==> src/hdl/grs_pkg.sv <==
// Package: shared types, constants and FSM states for the group reverse stream.
package grs_pkg;

    // Field widths fixed by the word formats
    localparam int VALUE_W   = 32;
    localparam int CFG_W     = 5;

    // Defaults
    localparam int MAX_GROUP_DEF  = 16;
    localparam logic [CFG_W-1:0] GROUP_SIZE_RST = CFG_W'(2);

    // Input word
    typedef struct packed {
        logic signed [VALUE_W-1:0] value;
        logic                      final_item;
    } t_in_word;

    // Output word
    typedef struct packed {
        logic signed [VALUE_W-1:0] value_res;
        logic                      group_end;
        logic                      list_end;
    } t_out_word;

    // Controller states
    typedef enum logic [1:0] {
        ST_FILL,
        ST_READ,
        ST_SHOW
    } t_state;

    // Controller to datapath commands
    typedef struct packed {
        logic push;
        logic read;
        logic step;
    } t_cmd;

    // Datapath to controller status
    typedef struct packed {
        logic flush;
        logic idx_zero;
    } t_status;

endpackage

==> src/hdl/group_reverse_stream.sv <==
// Top level: group reverse stream, controller plus datapath.
//
// Words are pushed into a group store, one per cycle, until the group size
// (register, clamped to 1..MAX_GROUP) is reached or a word flagged final_item
// arrives; the gathered group is then sent out newest first, the last word
// of each group carrying group_end and the last word of the list also
// list_end. Each result word is drained by a registered read of the group
// store RAM and is then presented, held through any output stall; no input
// word is taken while a group drains. The user must write the group size
// register only while the block is idle; the block does not enforce this.
module group_reverse_stream #(
    parameter int MAX_GROUP = grs_pkg::MAX_GROUP_DEF
) (
    input  logic                       i_clk,
    input  logic                       i_rst_n,
    input  logic                       i_cfg_wr_en,
    input  logic [grs_pkg::CFG_W-1:0]  i_cfg_wr_data,
    input  logic                       i_in_valid,
    output logic                       o_in_ready,
    input  grs_pkg::t_in_word          i_in_data,
    output logic                       o_out_valid,
    input  logic                       i_out_ready,
    output grs_pkg::t_out_word         o_out_data
);
    import grs_pkg::*;

    t_cmd    cmd;
    t_status status;

    grs_ctrl u_ctrl (
        .i_clk       (i_clk),
        .i_rst_n     (i_rst_n),
        .i_in_valid  (i_in_valid),
        .o_in_ready  (o_in_ready),
        .o_out_valid (o_out_valid),
        .i_out_ready (i_out_ready),
        .i_status    (status),
        .o_cmd       (cmd)
    );

    grs_datapath #(
        .MAX_GROUP (MAX_GROUP)
    ) u_datapath (
        .i_clk         (i_clk),
        .i_rst_n       (i_rst_n),
        .i_cfg_wr_en   (i_cfg_wr_en),
        .i_cfg_wr_data (i_cfg_wr_data),
        .i_in_data     (i_in_data),
        .i_cmd         (cmd),
        .o_status      (status),
        .o_out_data    (o_out_data)
    );

endmodule

==> src/hdl/grs_ram.sv <==
// Generic single-write, single-read RAM with registered read data.
module grs_ram #(
    parameter int WIDTH = 32,
    parameter int DEPTH = 16,
    parameter int AW    = (DEPTH > 1) ? $clog2(DEPTH) : 1
) (
    input  logic             i_clk,
    input  logic             i_we,
    input  logic [AW-1:0]    i_waddr,
    input  logic [WIDTH-1:0] i_wdata,
    input  logic             i_re,
    input  logic [AW-1:0]    i_raddr,
    output logic [WIDTH-1:0] o_rdata
);

    logic [WIDTH-1:0] r_mem [DEPTH];
    logic [WIDTH-1:0] r_rdata;

    // Write port
    always_ff @(posedge i_clk) begin
        if (i_we) begin
            r_mem[i_waddr] <= i_wdata;
        end
    end

    // Registered read port, held between reads
    always_ff @(posedge i_clk) begin
        if (i_re) begin
            r_rdata <= r_mem[i_raddr];
        end
    end

    assign o_rdata = r_rdata;

endmodule

==> src/hdl/grs_datapath.sv <==
// Datapath: group size register, fill counter, drain index and group store.
module grs_datapath #(
    parameter int MAX_GROUP = grs_pkg::MAX_GROUP_DEF
) (
    input  logic                       i_clk,
    input  logic                       i_rst_n,
    input  logic                       i_cfg_wr_en,
    input  logic [grs_pkg::CFG_W-1:0]  i_cfg_wr_data,
    input  grs_pkg::t_in_word          i_in_data,
    input  grs_pkg::t_cmd              i_cmd,
    output grs_pkg::t_status           o_status,
    output grs_pkg::t_out_word         o_out_data
);
    import grs_pkg::*;

    localparam int AW = (MAX_GROUP > 1) ? $clog2(MAX_GROUP) : 1;
    localparam int FW = $clog2(MAX_GROUP + 1);
    localparam int CW = (FW > CFG_W) ? FW : CFG_W;

    logic [CFG_W-1:0] r_group_size;
    logic [FW-1:0]    r_fill, n_fill;
    logic [AW-1:0]    r_idx, n_idx;
    logic             r_last;
    logic [CW-1:0]    gs_ext;
    logic [CW-1:0]    eff_size;
    logic [CW-1:0]    count;
    logic [VALUE_W-1:0] rdata;

    // Hold the group size register
    always_ff @(posedge i_clk) begin
        if (!i_rst_n) begin
            r_group_size <= GROUP_SIZE_RST;
        end else if (i_cfg_wr_en) begin
            r_group_size <= i_cfg_wr_data;
        end
    end

    // Clamp group size into 1..MAX_GROUP
    always_comb begin
        gs_ext = CW'(r_group_size);
        if (gs_ext == '0) begin
            eff_size = CW'(1);
        end else if (gs_ext > CW'(MAX_GROUP)) begin
            eff_size = CW'(MAX_GROUP);
        end else begin
            eff_size = gs_ext;
        end
    end

    // Flush when the incoming word ends the list or completes the group
    assign count = CW'(r_fill) + CW'(1);
    assign o_status.flush    = i_in_data.final_item || (count >= eff_size);
    assign o_status.idx_zero = (r_idx == '0);

    // Advance fill count and drain index
    always_comb begin
        n_fill = r_fill;
        n_idx  = r_idx;
        if (i_cmd.push) begin
            if (o_status.flush) begin
                n_fill = '0;
                n_idx  = r_fill[AW-1:0];
            end else begin
                n_fill = r_fill + FW'(1);
            end
        end else if (i_cmd.step) begin
            n_idx = r_idx - AW'(1);
        end
    end

    always_ff @(posedge i_clk) begin
        if (!i_rst_n) begin
            r_fill <= '0;
        end else begin
            r_fill <= n_fill;
        end
    end

    always_ff @(posedge i_clk) begin
        r_idx <= n_idx;
        if (i_cmd.push) begin
            r_last <= i_in_data.final_item;
        end
    end

    // Group store
    grs_ram #(
        .WIDTH (VALUE_W),
        .DEPTH (MAX_GROUP),
        .AW    (AW)
    ) u_store (
        .i_clk   (i_clk),
        .i_we    (i_cmd.push),
        .i_waddr (r_fill[AW-1:0]),
        .i_wdata (i_in_data.value),
        .i_re    (i_cmd.read),
        .i_raddr (r_idx),
        .o_rdata (rdata)
    );

    // Build the output word
    assign o_out_data.value_res = rdata;
    assign o_out_data.group_end = o_status.idx_zero;
    assign o_out_data.list_end  = o_status.idx_zero && r_last;

endmodule

==> src/hdl/grs_ctrl.sv <==
// Controller: fill, read and present state machine for the group reverse stream.
module grs_ctrl (
    input  logic             i_clk,
    input  logic             i_rst_n,
    input  logic             i_in_valid,
    output logic             o_in_ready,
    output logic             o_out_valid,
    input  logic             i_out_ready,
    input  grs_pkg::t_status i_status,
    output grs_pkg::t_cmd    o_cmd
);
    import grs_pkg::*;

    t_state r_state, n_state;

    // State register
    always_ff @(posedge i_clk) begin
        if (!i_rst_n) begin
            r_state <= ST_FILL;
        end else begin
            r_state <= n_state;
        end
    end

    // Next state and commands
    always_comb begin
        n_state     = r_state;
        o_in_ready  = 1'b0;
        o_out_valid = 1'b0;
        o_cmd       = '0;
        unique case (r_state)
            ST_FILL: begin
                o_in_ready = 1'b1;
                if (i_in_valid) begin
                    o_cmd.push = 1'b1;
                    if (i_status.flush) begin
                        n_state = ST_READ;
                    end
                end
            end
            ST_READ: begin
                o_cmd.read = 1'b1;
                n_state    = ST_SHOW;
            end
            ST_SHOW: begin
                o_out_valid = 1'b1;
                if (i_out_ready) begin
                    if (i_status.idx_zero) begin
                        n_state = ST_FILL;
                    end else begin
                        o_cmd.step = 1'b1;
                        n_state    = ST_READ;
                    end
                end
            end
            default: begin
                n_state = ST_FILL;
            end
        endcase
    end

endmodule

==> config.mk <==
export PLATFORM = sky130hd
export DESIGN_NAME = group_reverse_stream
export DESIGN_NICKNAME = d
export VERILOG_FILES = /design/src/hdl/grs_pkg.sv /design/src/hdl/group_reverse_stream.sv /design/src/hdl/grs_ram.sv /design/src/hdl/grs_datapath.sv /design/src/hdl/grs_ctrl.sv
export SDC_FILE = /design/constraint.sdc
export NUM_CORES = 1
export LEC_CHECK = 0
export BUFFER_PORTS_ARGS = -buffer_cell sky130_fd_sc_hd__buf_2
export CAP_MARGIN = 25
export CORE_MARGIN = 2
export CORE_UTILIZATION = 50
export CTS_CLUSTER_DIAMETER = 100
export DETAILED_ROUTE_END_ITERATION = 16
export PLACE_DENSITY = 0.76
export SYNTH_ARGS = -nofsm -noshare
export SYNTH_HDL_FRONTEND = slang
export SYNTH_SLANG_ARGS = --single-unit
==> constraint.sdc <==
create_clock -name i_clk -period 10.8 [get_ports i_clk]
set_input_delay 1.62 -clock i_clk [delete_from_list [all_inputs] [get_ports i_clk]]
set_output_delay 1.62 -clock i_clk [all_outputs]
set_load 0.005 [all_outputs]
==> reports/metrics.yaml, run 1 <==
status: "completed"
worst_ep_required_time_ns: 9.18
ant_nets: 0
crit_chain: "buf_12 -> inv_1 -> ha_1 -> and3_1 -> buf_2"
grt_max_degree: 137
fin_crit_sh_pct: 36.33
maxSlewHeadroom_pct: 25.51
vias_per_cell: 5.842
ir_drop_mv: 0.1202
startpoint_type: "flop"
cts_num_sinks: 561
cts_resized: 0
setup_viol: 0
htreeDepth: 2
synth_top_cell_area_share_pct: 75.39
area.growth.synth_to_final_pct: 13.78
chipHeight_um: 213.1
cts_setup_buffers: 0
crit_buf_inv: 3
n_antenna_cell: 0
vias: 10600
p_per_area_nw_per_um2: 190.1
synth_area_leaders: "edfxtp_1 75%, mux4_2 6.6%, mux2i_1 6.1%"
worstSkewPairLatency_ns: 0.57
core_area_um2: 43080
start_util_pct: 50.76
share_comb_of_total_power_pct: 9.4
crit_family: "buffers and inverters"
hold_viol_final: 0
syn_area_um2: 21870
yosys.area_share.simple_pct: 2.026
cts_tree: "done"
die-area_um2: 45420
min_period_ns: 3.924
place_hpwl_um: 23890
finalPower_mw: 4.729
seqPwrFrac_pct: 51.7
swShare_pct: 22.14
yosysUniqueCellTypes: 35
firstDrtPassIters: 5
die_width_um: 213.1
cts_inserted_buffers: 54
grt_pass1_wl_um: 65000
drt_first_iter_violations: 878
min_path_type: "flop to flop"
synthAdderAreaFrac_pct: 0.5722
maxCapViolCount: 0
finClkSkew_ns: 0.01179
clockBufferDepth: 3
critPathMaxStageDelay_ns: 0.66
root_buffer: "clkbuf_16"
nets: 1241
grtUsageTotal_pct: 19.16
routedWlPerCell_um: 23.58
remaining_drc_errors: 0
cp.arrival_ns: 2.30
port_buffers: 78
p_leak_nw: 8.292
drive_gt1_share_pct: 25.55
yosysWarnings: 0
syn-instance-count: 1084
clk_pin_slew_ns: 0.06
hold_buffers: 0
max_freq_ghz: 0.2548
internal_power_mw: 3.682
yosys.area.top_type: "edfxtp_1"
ios: 79
grt_pass1_vias: 10950
synth_xor_area_share_pct: 0.2003
cp_max_fo: 136
end_kind: "primary output"
synth_compound_area_share_pct: 6.214
routed_wl_um: 42770
tns_ns: 0
gr-total-overflow: 0
synth_mux_area_share_pct: 12.68
p_sw_mw: 1.047
tightest_slew_ns: 1.117
cp_slowest_cell: "buf_12"
antenna_found_initial: 1
yosysSeqAreaShare_pct: 76.49
critical_path_class: "flop to primary output"
syn_nets: 1137
rsz0062_at_grt: "false"
synth_top_family_by_area: "multiplexers"
gp_congestion: 0.7307
std_cell_rows: 76
ys_seq_elements: 561
avgSynthCellArea_um2: 20.17
clkPwrFrac_pct: 38.9
drv_slew: 0
[kinds of logic after synthesis]
logic type / Yosys count
muxes: 197
DFF: 561
adders and majority gates: 10
buffers and inverters: 66
AOI/OAI and AO/OA: 145
and+or+nand+nor: 100
xor gates and xnor gates: 5
[cell usage in the layout (no fill, tap or decap), types with 4 or more instances in the layout]
cell / instances
ha_1: 10
nor3_2: 4
nand3_1: 6
o21ai_1: 36
buf_2: 78
clkbuf_1: 12
nand2b_1: 4
mux4_2: 64
clkinv_1: 9
a221oi_1: 17
xnor2_1: 4
clkinv_2: 10
clkinvlp_4: 4
buf_16: 8
a22oi_1: 32
clkbuf_16: 57
inv_1: 6
dfxtp_1: 12
nor2b_1: 7
edfxtp_1: 549
buf_4: 16
a221oi_2: 47
nor2_1: 40
mux2i_1: 133
bufinv_16: 5
a21boi_1: 4
nand2_1: 20
nor2_4: 14
[final cells by class]
class,count,area [um^2]
multi-input combinational,457,4861
inverter,9,33.78
sequential,561,16730
timing repair buffer,105,790.8
clock inverter,28,264.0
tap,585,732.0
fill,3063,18200
clock buffer,69,1471
[through the flow]
step	instance area (um^2)	worst slack, ns	cells	hold WS (ns)	util, %
2_1_floorplan	21870	5.971	1084	0.4433	-
3_3_place_gp	22880	7.059	1707	0.4575	53.12
3_5_place_dp	23100	7.028	1715	0.4699	53.62
4_1_cts	24830	6.725	1812	0.4801	57.64
5_1_grt	24880	6.632	1814	0.4983	57.76
6_report	24880	6.876	1814	0.4783	57.76
[power groups by stage]
stage          Combinational [mW]  Sequential (mW)  Clock, mW
2_1_floorplan               0.314             2.49          0
6_report                    0.446             2.44       1.84
3_5_place_dp                0.445             2.49          0
3_3_place_gp                0.434             2.49          0
4_1_cts                     0.447             2.44       1.87
5_1_grt                     0.482             2.44       1.95
[worst reg2reg max path, delay by kind of cell, from the launching register on]
kind,cells,cell delay [ns]
buffers and inverters,2,1.26
AOI/OAI and AO/OA,3,0.73
and+or+nand+nor,1,0.55
DFF,1,0.40
[Yosys cell counts]
cell type	number
a221oi_2	47
a21boi_1	4
xor2_1	1
buf_6	11
inv_1	7
buf_1	3
buf_2	23
inv_2	2
a21oi_1	3
nor2_1	52
buf_4	7
o22ai_1	1
and3_1	1
nor3_1	6
ha_1	10
nor2_4	2
o21a_1	1
a211o_1	1
clkbuf_1	12
o21ai_0	2
a221oi_1	17
mux2i_1	133
a22oi_1	32
o21ai_1	36
a31oi_1	1
nand2b_1	4
nor2b_1	8
nand3_1	6
dfxtp_1	12
and3b_1	1
buf_8	1
xnor2_1	4
mux4_2	64
nand2_1	20
edfxtp_1	549
[per-layer routing]
layer / vias up / GRT usage, % / share of wire [%]
li1: 4687 / - / -
met1: 5505 / 25.95 / 42
met2: 336 / 32.24 / 50
met3: 68 / 3.030 / 5.3
met4: 2 / 5.811 / 2.3
met5: - / 0 / 0.030
[path summary, 6_finish.rpt]
| path | depth (start not counted) | startpoint | slack [ns] | to |
|---|---|---|---|---|
| worst max-delay path | 5 | u_datapath.r_idx[0] | 6.88 | o_out_data[0] |
| worst min register to register | 2 | u_datapath.r_fill[4] | 0.48 | u_datapath.r_fill[4] |
| worst min-delay path | 2 | u_datapath.r_fill[4] | 0.48 | u_datapath.r_fill[4] |
| worst max register to register | 6 | u_datapath.r_idx[1] | 7.55 | u_datapath.u_store.o_rdata[29] |
[flip-flops by register name, indices dropped and copies added (netlist names)]
signal                      count
u_ctrl.r_state                  2
u_datapath.gs_ext               5
u_datapath.r_fill               5
u_datapath.r_idx                4
u_datapath.r_last               1
u_datapath.u_store.o_rdata     32
u_datapath.u_store.r_mem      512
Power figures use the tool's default switching activity.
==> run 2, diff against run 1 <==
==> constraint.sdc (replaced) <==
create_clock -name i_clk -period 4.1 [get_ports i_clk]
set_input_delay 0.615 -clock i_clk [delete_from_list [all_inputs] [get_ports i_clk]]
set_output_delay 0.615 -clock i_clk [all_outputs]
set_load 0.005 [all_outputs]
==> run 2 against run 1 <==
Against the previous run:
- largest cell class unchanged
- register-to-register slack lost 6.2 ns
- clock skew grew 0.0029 ns
- sequential power grew to 2.6 times the previous value
- die area is the same
- count of clock-buffer cells in the layout shrank 4
- sequential share of layout area shrank 0.53 points
- utilization grew 0.46 points
- hold slack lost 0.25 ns
- critical path depth grew 1
- critical path type unchanged
==> reports/metrics.yaml, run 2 (synthesized netlist as in run 1, its figures left out) <==
worst_ep_required_time_ns: 3.48  # -5.70 ns
drive_gt1_share_pct: 26.13  # +0.58 points
hold_buffers: 0  # unchanged
fin_crit_sh_pct: 70.15
min_delay_worst_endpoint: "u_datapath.r_last"
die_width_um: 213.1  # unchanged
firstDrtPassIters: 5  # unchanged
maxCapViolCount: 0  # unchanged
largest_reg_flops: 512  # unchanged
maxSlewHeadroom_pct: 30.21  # +4.7 points
regArea_um2: 16730  # unchanged
r2r-end: "u_datapath.r_idx[2]"
hold_viol_final: 0  # unchanged
rrSetupSlack_ns: 1.35  # -6.20 ns
hp-start: "i_in_data[0]"
swShare_pct: 21.81  # -0.34 points
p_leak_nw: 8.410  # +1.4%
ant_nets: 0  # unchanged
tightest_slew_ns: 1.047  # -0.07051 ns
routedWlPerCell_um: 24.82  # +5.3%
grt_pass1_vias: 11200  # +2.2%
tns_ns: 0  # unchanged
design_area_um2: 25080  # +0.79%
ios: 79  # unchanged
port_buffers: 78  # unchanged
chipHeight_um: 213.1  # unchanged
end_kind: "primary output"
grt_pass1_wl_um: 67720  # +4.2%
vias_per_cell: 5.915  # +1.2%
seqPwrFrac_pct: 49.1  # -2.6 points
timing.rr.start: "u_datapath.r_fill[2]"
setup_viol: 0  # unchanged
mostFrequentLayoutCells: "549 x edfxtp_1, 133 x mux2i_1, 78 x buf_2"
grt_max_degree: 85  # -38%
drt_first_iter_violations: 1015  # +16%
grtUsageTotal_pct: 20.38  # +1.2 points
crit_buf_inv: 4  # +1
share_comb_of_total_power_pct: 8.9  # -0.5 points
critPathMaxStageDelay_ns: 0.49  # -0.17 ns
critical_path_class: "flop to primary output"
antenna_found_initial: 1  # unchanged
cts_inserted_buffers: 55  # +1.9%
worstSkewPairLatency_ns: 0.60  # +0.03 ns
cp_slowest_cell: "buf_4"
crit_family: "buffers and inverters"
area.growth.synth_to_final_pct: 14.68
vias: 10790  # +1.8%
final_common_cell: "edfxtp_1"
rsz0062_at_grt: "false"
std_cell_rows: 76  # unchanged
remaining_drc_errors: 0  # unchanged
dpl_cell_area_um2: 23040  # -0.24%
die-area_um2: 45420  # unchanged
p_per_area_nw_per_um2: 523.6  # +180%
fillers: 3044  # -0.62%
multi_input_comb_area_um2: 4861  # unchanged
gr-total-overflow: 0  # unchanged
ir_drop_mv: 0.3574  # +200%
max_freq_ghz: 0.3477
crit_chain: "buf_4 -> buf_4 -> inv_1 -> ha_1 -> and3_1 -> buf_2"
core_area_um2: 43080  # unchanged
routed_wl_um: 45300  # +5.9%
rr_worst_depth: 6  # unchanged
start_util_pct: 50.76  # unchanged
cp_common_cell: "buf_4"
min_path_type: "input pin to flop"
status: "completed"
clk_pin_slew_ns: 0.06  # about the same
finClkSkew_ns: 0.01472  # +0.002926 ns
hold_depth: 1  # -1
startpoint_type: "flop"
clkPwrFrac_pct: 42.1  # +3.2 points
htreeDepth: 2  # unchanged
cp_max_fo: 29  # -79%
drv_slew: 0  # unchanged
internal_power_mw: 10.27  # +180%
p_sw_mw: 2.863  # +170%
cts_resized: 0  # unchanged
clockBufferDepth: 3  # unchanged
root_buffer: "clkbuf_16"
min_period_ns: 2.876
place_hpwl_um: 24710  # +3.4%
nets: 1248  # +0.56%
gp_congestion: 0.7678  # +5.1%
cts_tree: "done"
n_antenna_cell: 0  # unchanged
cp.arrival_ns: 2.26  # -0.04 ns
cts_num_sinks: 561  # unchanged
cts_setup_buffers: 0  # unchanged
regMostFlops: "u_datapath.u_store.r_mem"
[run 2: changes by cell type in the layout (fill, tap and decap cells not counted), sizes merged]
cell	change
buf	+6
bufinv	+10
clkbuf	-4
clkinv	-1
clkinvlp	-2
inv	+2
[run 2: worst max-delay path by stage]
stage | cells after the start | end | from | slack (ns)
final | 6 | o_out_data[0] | u_datapath.r_idx[0] | 1.22
after global routing | 7 | o_out_data[1] | u_datapath.r_idx[0] | 1.06
after CTS | 6 | o_out_data[0] | u_datapath.r_idx[0] | 1.14
after detailed placement | 6 | u_datapath.u_store.r_mem[14][7] | i_in_valid | 1.32
after global placement | 5 | u_datapath.u_store.r_mem[9][20] | i_in_valid | 1.38
after floorplan | 5 | u_datapath.u_store.r_mem[0][0] | i_in_valid | 0.28
[run 2: through the flow]
step / total power [mW] / instances / util [%] / setup slack (ns) / hold slack (ns)
after floorplan: 7.385 / 1084 / - / 0.2760 / 0.4433
after detailed placement: 7.729 / 1721 / 53.49 / 1.317 / 0.4778
after global routing: 13.52 / 1825 / 58.21 / 1.063 / 0.2192
after CTS: 13.21 / 1823 / 58.10 / 1.136 / 0.1971
final: 13.13 / 1825 / 58.21 / 1.224 / 0.2283
after global placement: 7.702 / 1719 / 53.36 / 1.376 / 0.4590
[run 2: cell type report]
class / count / share of cell area [%]
Clock inverter: 37 / 2.285
Sequential cell: 561 / 66.70
Tap cell: 585 / 2.919
Clock buffer: 65 / 5.638
Multi-Input combinational cell: 457 / 19.39
Timing Repair Buffer: 111 / 2.934
Inverter: 9 / 0.1347
[run 2: power groups by stage]
stage / sequential [mW] / combinational (mW) / clock [mW]
after detailed placement: 6.56 / 1.17 / 0
after global placement: 6.56 / 1.14 / 0
after floorplan: 6.56 / 0.826 / 0
after global routing: 6.45 / 1.27 / 5.80
after CTS: 6.44 / 1.18 / 5.59
final: 6.44 / 1.17 / 5.52
[run 2: per-layer routing]
layer / global-route usage [%] / vias to the layer above / wire [um]
met5: 0 / - / 11
li1: - / 4697 / -
met1: 27.13 / 5641 / 18600
met3: 3.721 / 70 / 2693
met4: 5.884 / 2 / 893
met2: 34.58 / 384 / 23100
==> run 3, diff against run 2 <==
--- a/config.mk
+++ b/config.mk
@@ -5,13 +5,14 @@
 export SDC_FILE = /design/constraint.sdc
 export NUM_CORES = 1
 export LEC_CHECK = 0
+export ABC_AREA = 1
 export BUFFER_PORTS_ARGS = -buffer_cell sky130_fd_sc_hd__buf_2
 export CAP_MARGIN = 25
 export CORE_MARGIN = 2
 export CORE_UTILIZATION = 50
 export CTS_CLUSTER_DIAMETER = 100
 export DETAILED_ROUTE_END_ITERATION = 16
-export PLACE_DENSITY = 0.76
+export PLACE_DENSITY = 0.78
 export SYNTH_ARGS = -nofsm -noshare
 export SYNTH_HDL_FRONTEND = slang
 export SYNTH_SLANG_ARGS = --single-unit
==> constraint.sdc (replaced) <==
create_clock -name i_clk -period 2.4 [get_ports i_clk]
set_input_delay 0.36 -clock i_clk [delete_from_list [all_inputs] [get_ports i_clk]]
set_output_delay 0.36 -clock i_clk [all_outputs]
set_load 0.005 [all_outputs]
==> run 3 against run 2 <==
Against the previous run:
- first-iteration DRC count increased by 73%
- hold slack got worse by 0.20 ns
- final cell count increased by 38%
- count of clock-buffer cells in the layout decreased by 5
- sequential power increased by 71%
- highest routed layer unchanged
==> reports/metrics.yaml, run 3 <==
worst_ep_required_time_ns: 2.04  # -1.44 ns
ant_nets: 0  # unchanged
die-area_um2: 46040  # +1.4%
critical_path_class: "flop to primary output"
cp.depth: 5  # -1
synth_area_leaders: "edfxtp_1 74%, nand2_1 7.7%, nor2_1 4.6%"
std_cell_rows: 77  # +1.3%
async_flop_share_pct: 0  # unchanged
yosysUniqueCellTypes: 23  # -34%
grt_pass1_vias: 14000  # +25%
vias: 14120  # +31%
hold_viol_final: 0  # unchanged
synth_top_cell_area_share_pct: 74.36  # -1.0 points
multi_input_comb_area_um2: 5020  # +3.3%
area.growth.synth_to_final_pct: 14.77  # about the same
synth_commonest_cells: "549 x edfxtp_1, 455 x nand2_1, 272 x nor2_1"
gr-total-overflow: 0  # unchanged
final_cells: 2516  # +38%
die_width_um: 214.6  # +0.68%
finalPower_mw: 21.44  # +63%
synth_top_family_by_area: "simple AND/OR/NAND/NOR gates"
share_comb_of_total_power_pct: 10.7  # +1.8 points
internal_power_mw: 16.30  # +59%
ys_seq_elements: 561  # unchanged
syn_nets: 1846  # +62%
status: "completed"
synthFlopType: "edfxtp_1"
yosys.area_share.simple_pct: 14.21  # +12 points
cp_max_fo: 54  # +86%
firstDrtPassIters: 6  # +1
grtUsageTotal_pct: 22.02  # +1.6 points
cts_num_sinks: 561  # unchanged
p_sw_mw: 5.139  # +79%
mostFrequentLayoutCells: "549 x edfxtp_1, 455 x nand2_1, 256 x nor2_1"
regArea_um2: 16730  # about the same
synth_mux_area_share_pct: 0  # -13 points
drv_slew: 0  # unchanged
syn-instance-count: 1793  # +65%
dp_cells: 2411  # +40%
synthAdderAreaFrac_pct: 0.5644  # -0.0078 points
synth_compound_area_share_pct: 7.111  # +0.90 points
root_buffer: "clkbuf_16"
end_kind: "primary output"
nets: 1934  # +55%
cp_slowest_cell: "edfxtp_1"
setup_ws_ns: 0.1127  # -1.111 ns
maxSlewHeadroom_pct: 57.77  # +28 points
ir_drop_mv: 0.5634  # +58%
clockBufferDepth: 3  # unchanged
tightest_slew_ns: 0.6334  # -0.4135 ns
grt_pass1_wl_um: 78160  # +15%
place_hpwl_um: 26270  # +6.3%
avgSynthCellArea_um2: 12.36  # -39%
grt_max_degree: 80  # -5.9%
seqPwrFrac_pct: 51.4  # +2.3 points
swShare_pct: 23.97  # +2.2 points
fin_util_pct: 57.79  # -0.42 points
min_path_type: "input pin to flop"
cp.arrival_ns: 1.93  # -0.33 ns
drive_gt1_share_pct: 12.27  # -14 points
rr_worst_depth: 6  # unchanged
finClkSkew_ns: 0.01031  # -0.004405 ns
hold_depth: 3  # +2
syn_area_um2: 22170  # +1.4%
yosysSeqAreaShare_pct: 75.44  # -1.0 points
clk_pin_slew_ns: 0.06  # about the same
routedWlPerCell_um: 20.30  # -18%
port_buffers: 78  # unchanged
regMostFlops: "u_datapath.u_store.r_mem"
yosysMostFrequentCell: "edfxtp_1"
yosysWarnings: 0  # unchanged
drt_first_iter_violations: 1757  # +73%
vias_per_cell: 5.611  # -5.1%
yosys.area.top_type: "edfxtp_1"
largest_reg_flops: 512  # unchanged
synth_edf_count: 549  # unchanged
min_period_ns: 2.287
crit_family: "flip-flops"
cts_inserted_buffers: 52  # -5.5%
fillers: 3318  # +9.0%
maxCapViolCount: 0  # unchanged
fin_crit_sh_pct: 95.30
ios: 79  # unchanged
routed_wl_um: 51080  # +13%
final_common_cell: "edfxtp_1"
dpl_cell_area_um2: 23660  # +2.7%
gp_congestion: 0.8211  # +6.9%
fin_hold_ws_ns: 0.03328  # -0.1950 ns
start_util_pct: 50.35  # -0.41 points
crit_chain: "buf_12 -> nor2_2 -> nand2_1 -> nor2_1 -> buf_2"
max_freq_ghz: 0.4372
remaining_drc_errors: 0  # unchanged
setup_viol: 0  # unchanged
crit_buf_inv: 2  # -2
startpoint_type: "flop"
cts_tree: "done"
rsz0062_at_grt: "false"
htreeDepth: 2  # unchanged
critPathMaxStageDelay_ns: 0.54  # +0.05 ns
synth_xor_area_share_pct: 0.07901  # -0.12 points
tns_ns: 0  # unchanged
worstSkewPairLatency_ns: 0.59  # about the same
p_leak_nw: 8.873  # +5.5%
design_area_um2: 25440  # +1.5%
chipHeight_um: 214.6  # +0.68%
clkPwrFrac_pct: 37.8  # -4.3 points
p_per_area_nw_per_um2: 842.6  # +61%
antenna_found_initial: 2  # +1
post-place-ws_ns: 0.1554  # -1.162 ns
core_area_um2: 44030  # +2.2%
## run 3: logic make-up (layout without fill, tap and decap cells)
logic type               after synthesis  after routing
flip-flops                           561            561
AND/OR/NAND/NOR                      808            808
XOR/XNOR                               2              2
buffers and inverters                130            260
other                                  0              1
adder cells (fa/ha/maj)               10             10
AO/OA/AOI/OAI                        282            282
## run 3: cell type report
type / count / area share (%)
Sequential cell: 561 / 65.75
Multi-Input combinational cell: 1102 / 19.73
Clock buffer: 60 / 5.399
Timing Repair Buffer: 133 / 4.416
Tap cell: 592 / 2.911
Clock inverter: 36 / 1.210
Inverter: 30 / 0.5458
Timing Repair inverter: 1 / 0.03442
Antenna cell: 1 / 0.009835
## run 3: path summary, 6_finish.rpt
check	startpoint	end	slack, ns
max reg2reg	u_ctrl.r_state[0]	u_datapath.u_store.r_mem[7][23]	0.21
max	u_datapath.r_idx[2]	o_out_data[0]	0.11
min	i_cfg_wr_en	u_datapath.gs_ext[1]	0.03
min reg2reg	u_datapath.gs_ext[1]	u_datapath.gs_ext[1]	0.49
## run 3: per-layer routing
layer	routed length [um]	part of all wire, %	global-route usage (%)	vias to the layer above
met5	28	0.055	0	-
met4	1495	2.9	8.287	4
met3	3525	6.9	3.759	117
met2	25850	51	37.65	639
met1	20180	40	28.36	6860
li1	-	-	-	6497
## run 3: what timing repair did
item,4_1_cts,5_1_grt
pin swaps,0,1
endpoints found under the hold margin,3,0
buffers inserted,3,1
resized for setup,3,4
cloned,1,0
hold buffers,3,0
setup endpoints to repair,2,5
## run 3: worst min-delay path: cells and delay by family
kind / cells / cell delay [ns]
buffers and inverters: 1 / 0.11
AND/OR/NAND/NOR: 2 / 0.12
## run 3: power groups by stage
stage	sequential [mW]	clock, mW	combinational [mW]
3_3_place_gp	11.2	0	2.14
3_5_place_dp	11.2	0	2.23
6_report	11.0	8.11	2.30
5_1_grt	11.0	8.59	2.57
2_1_floorplan	11.2	0	1.43
4_1_cts	11.0	8.19	2.29
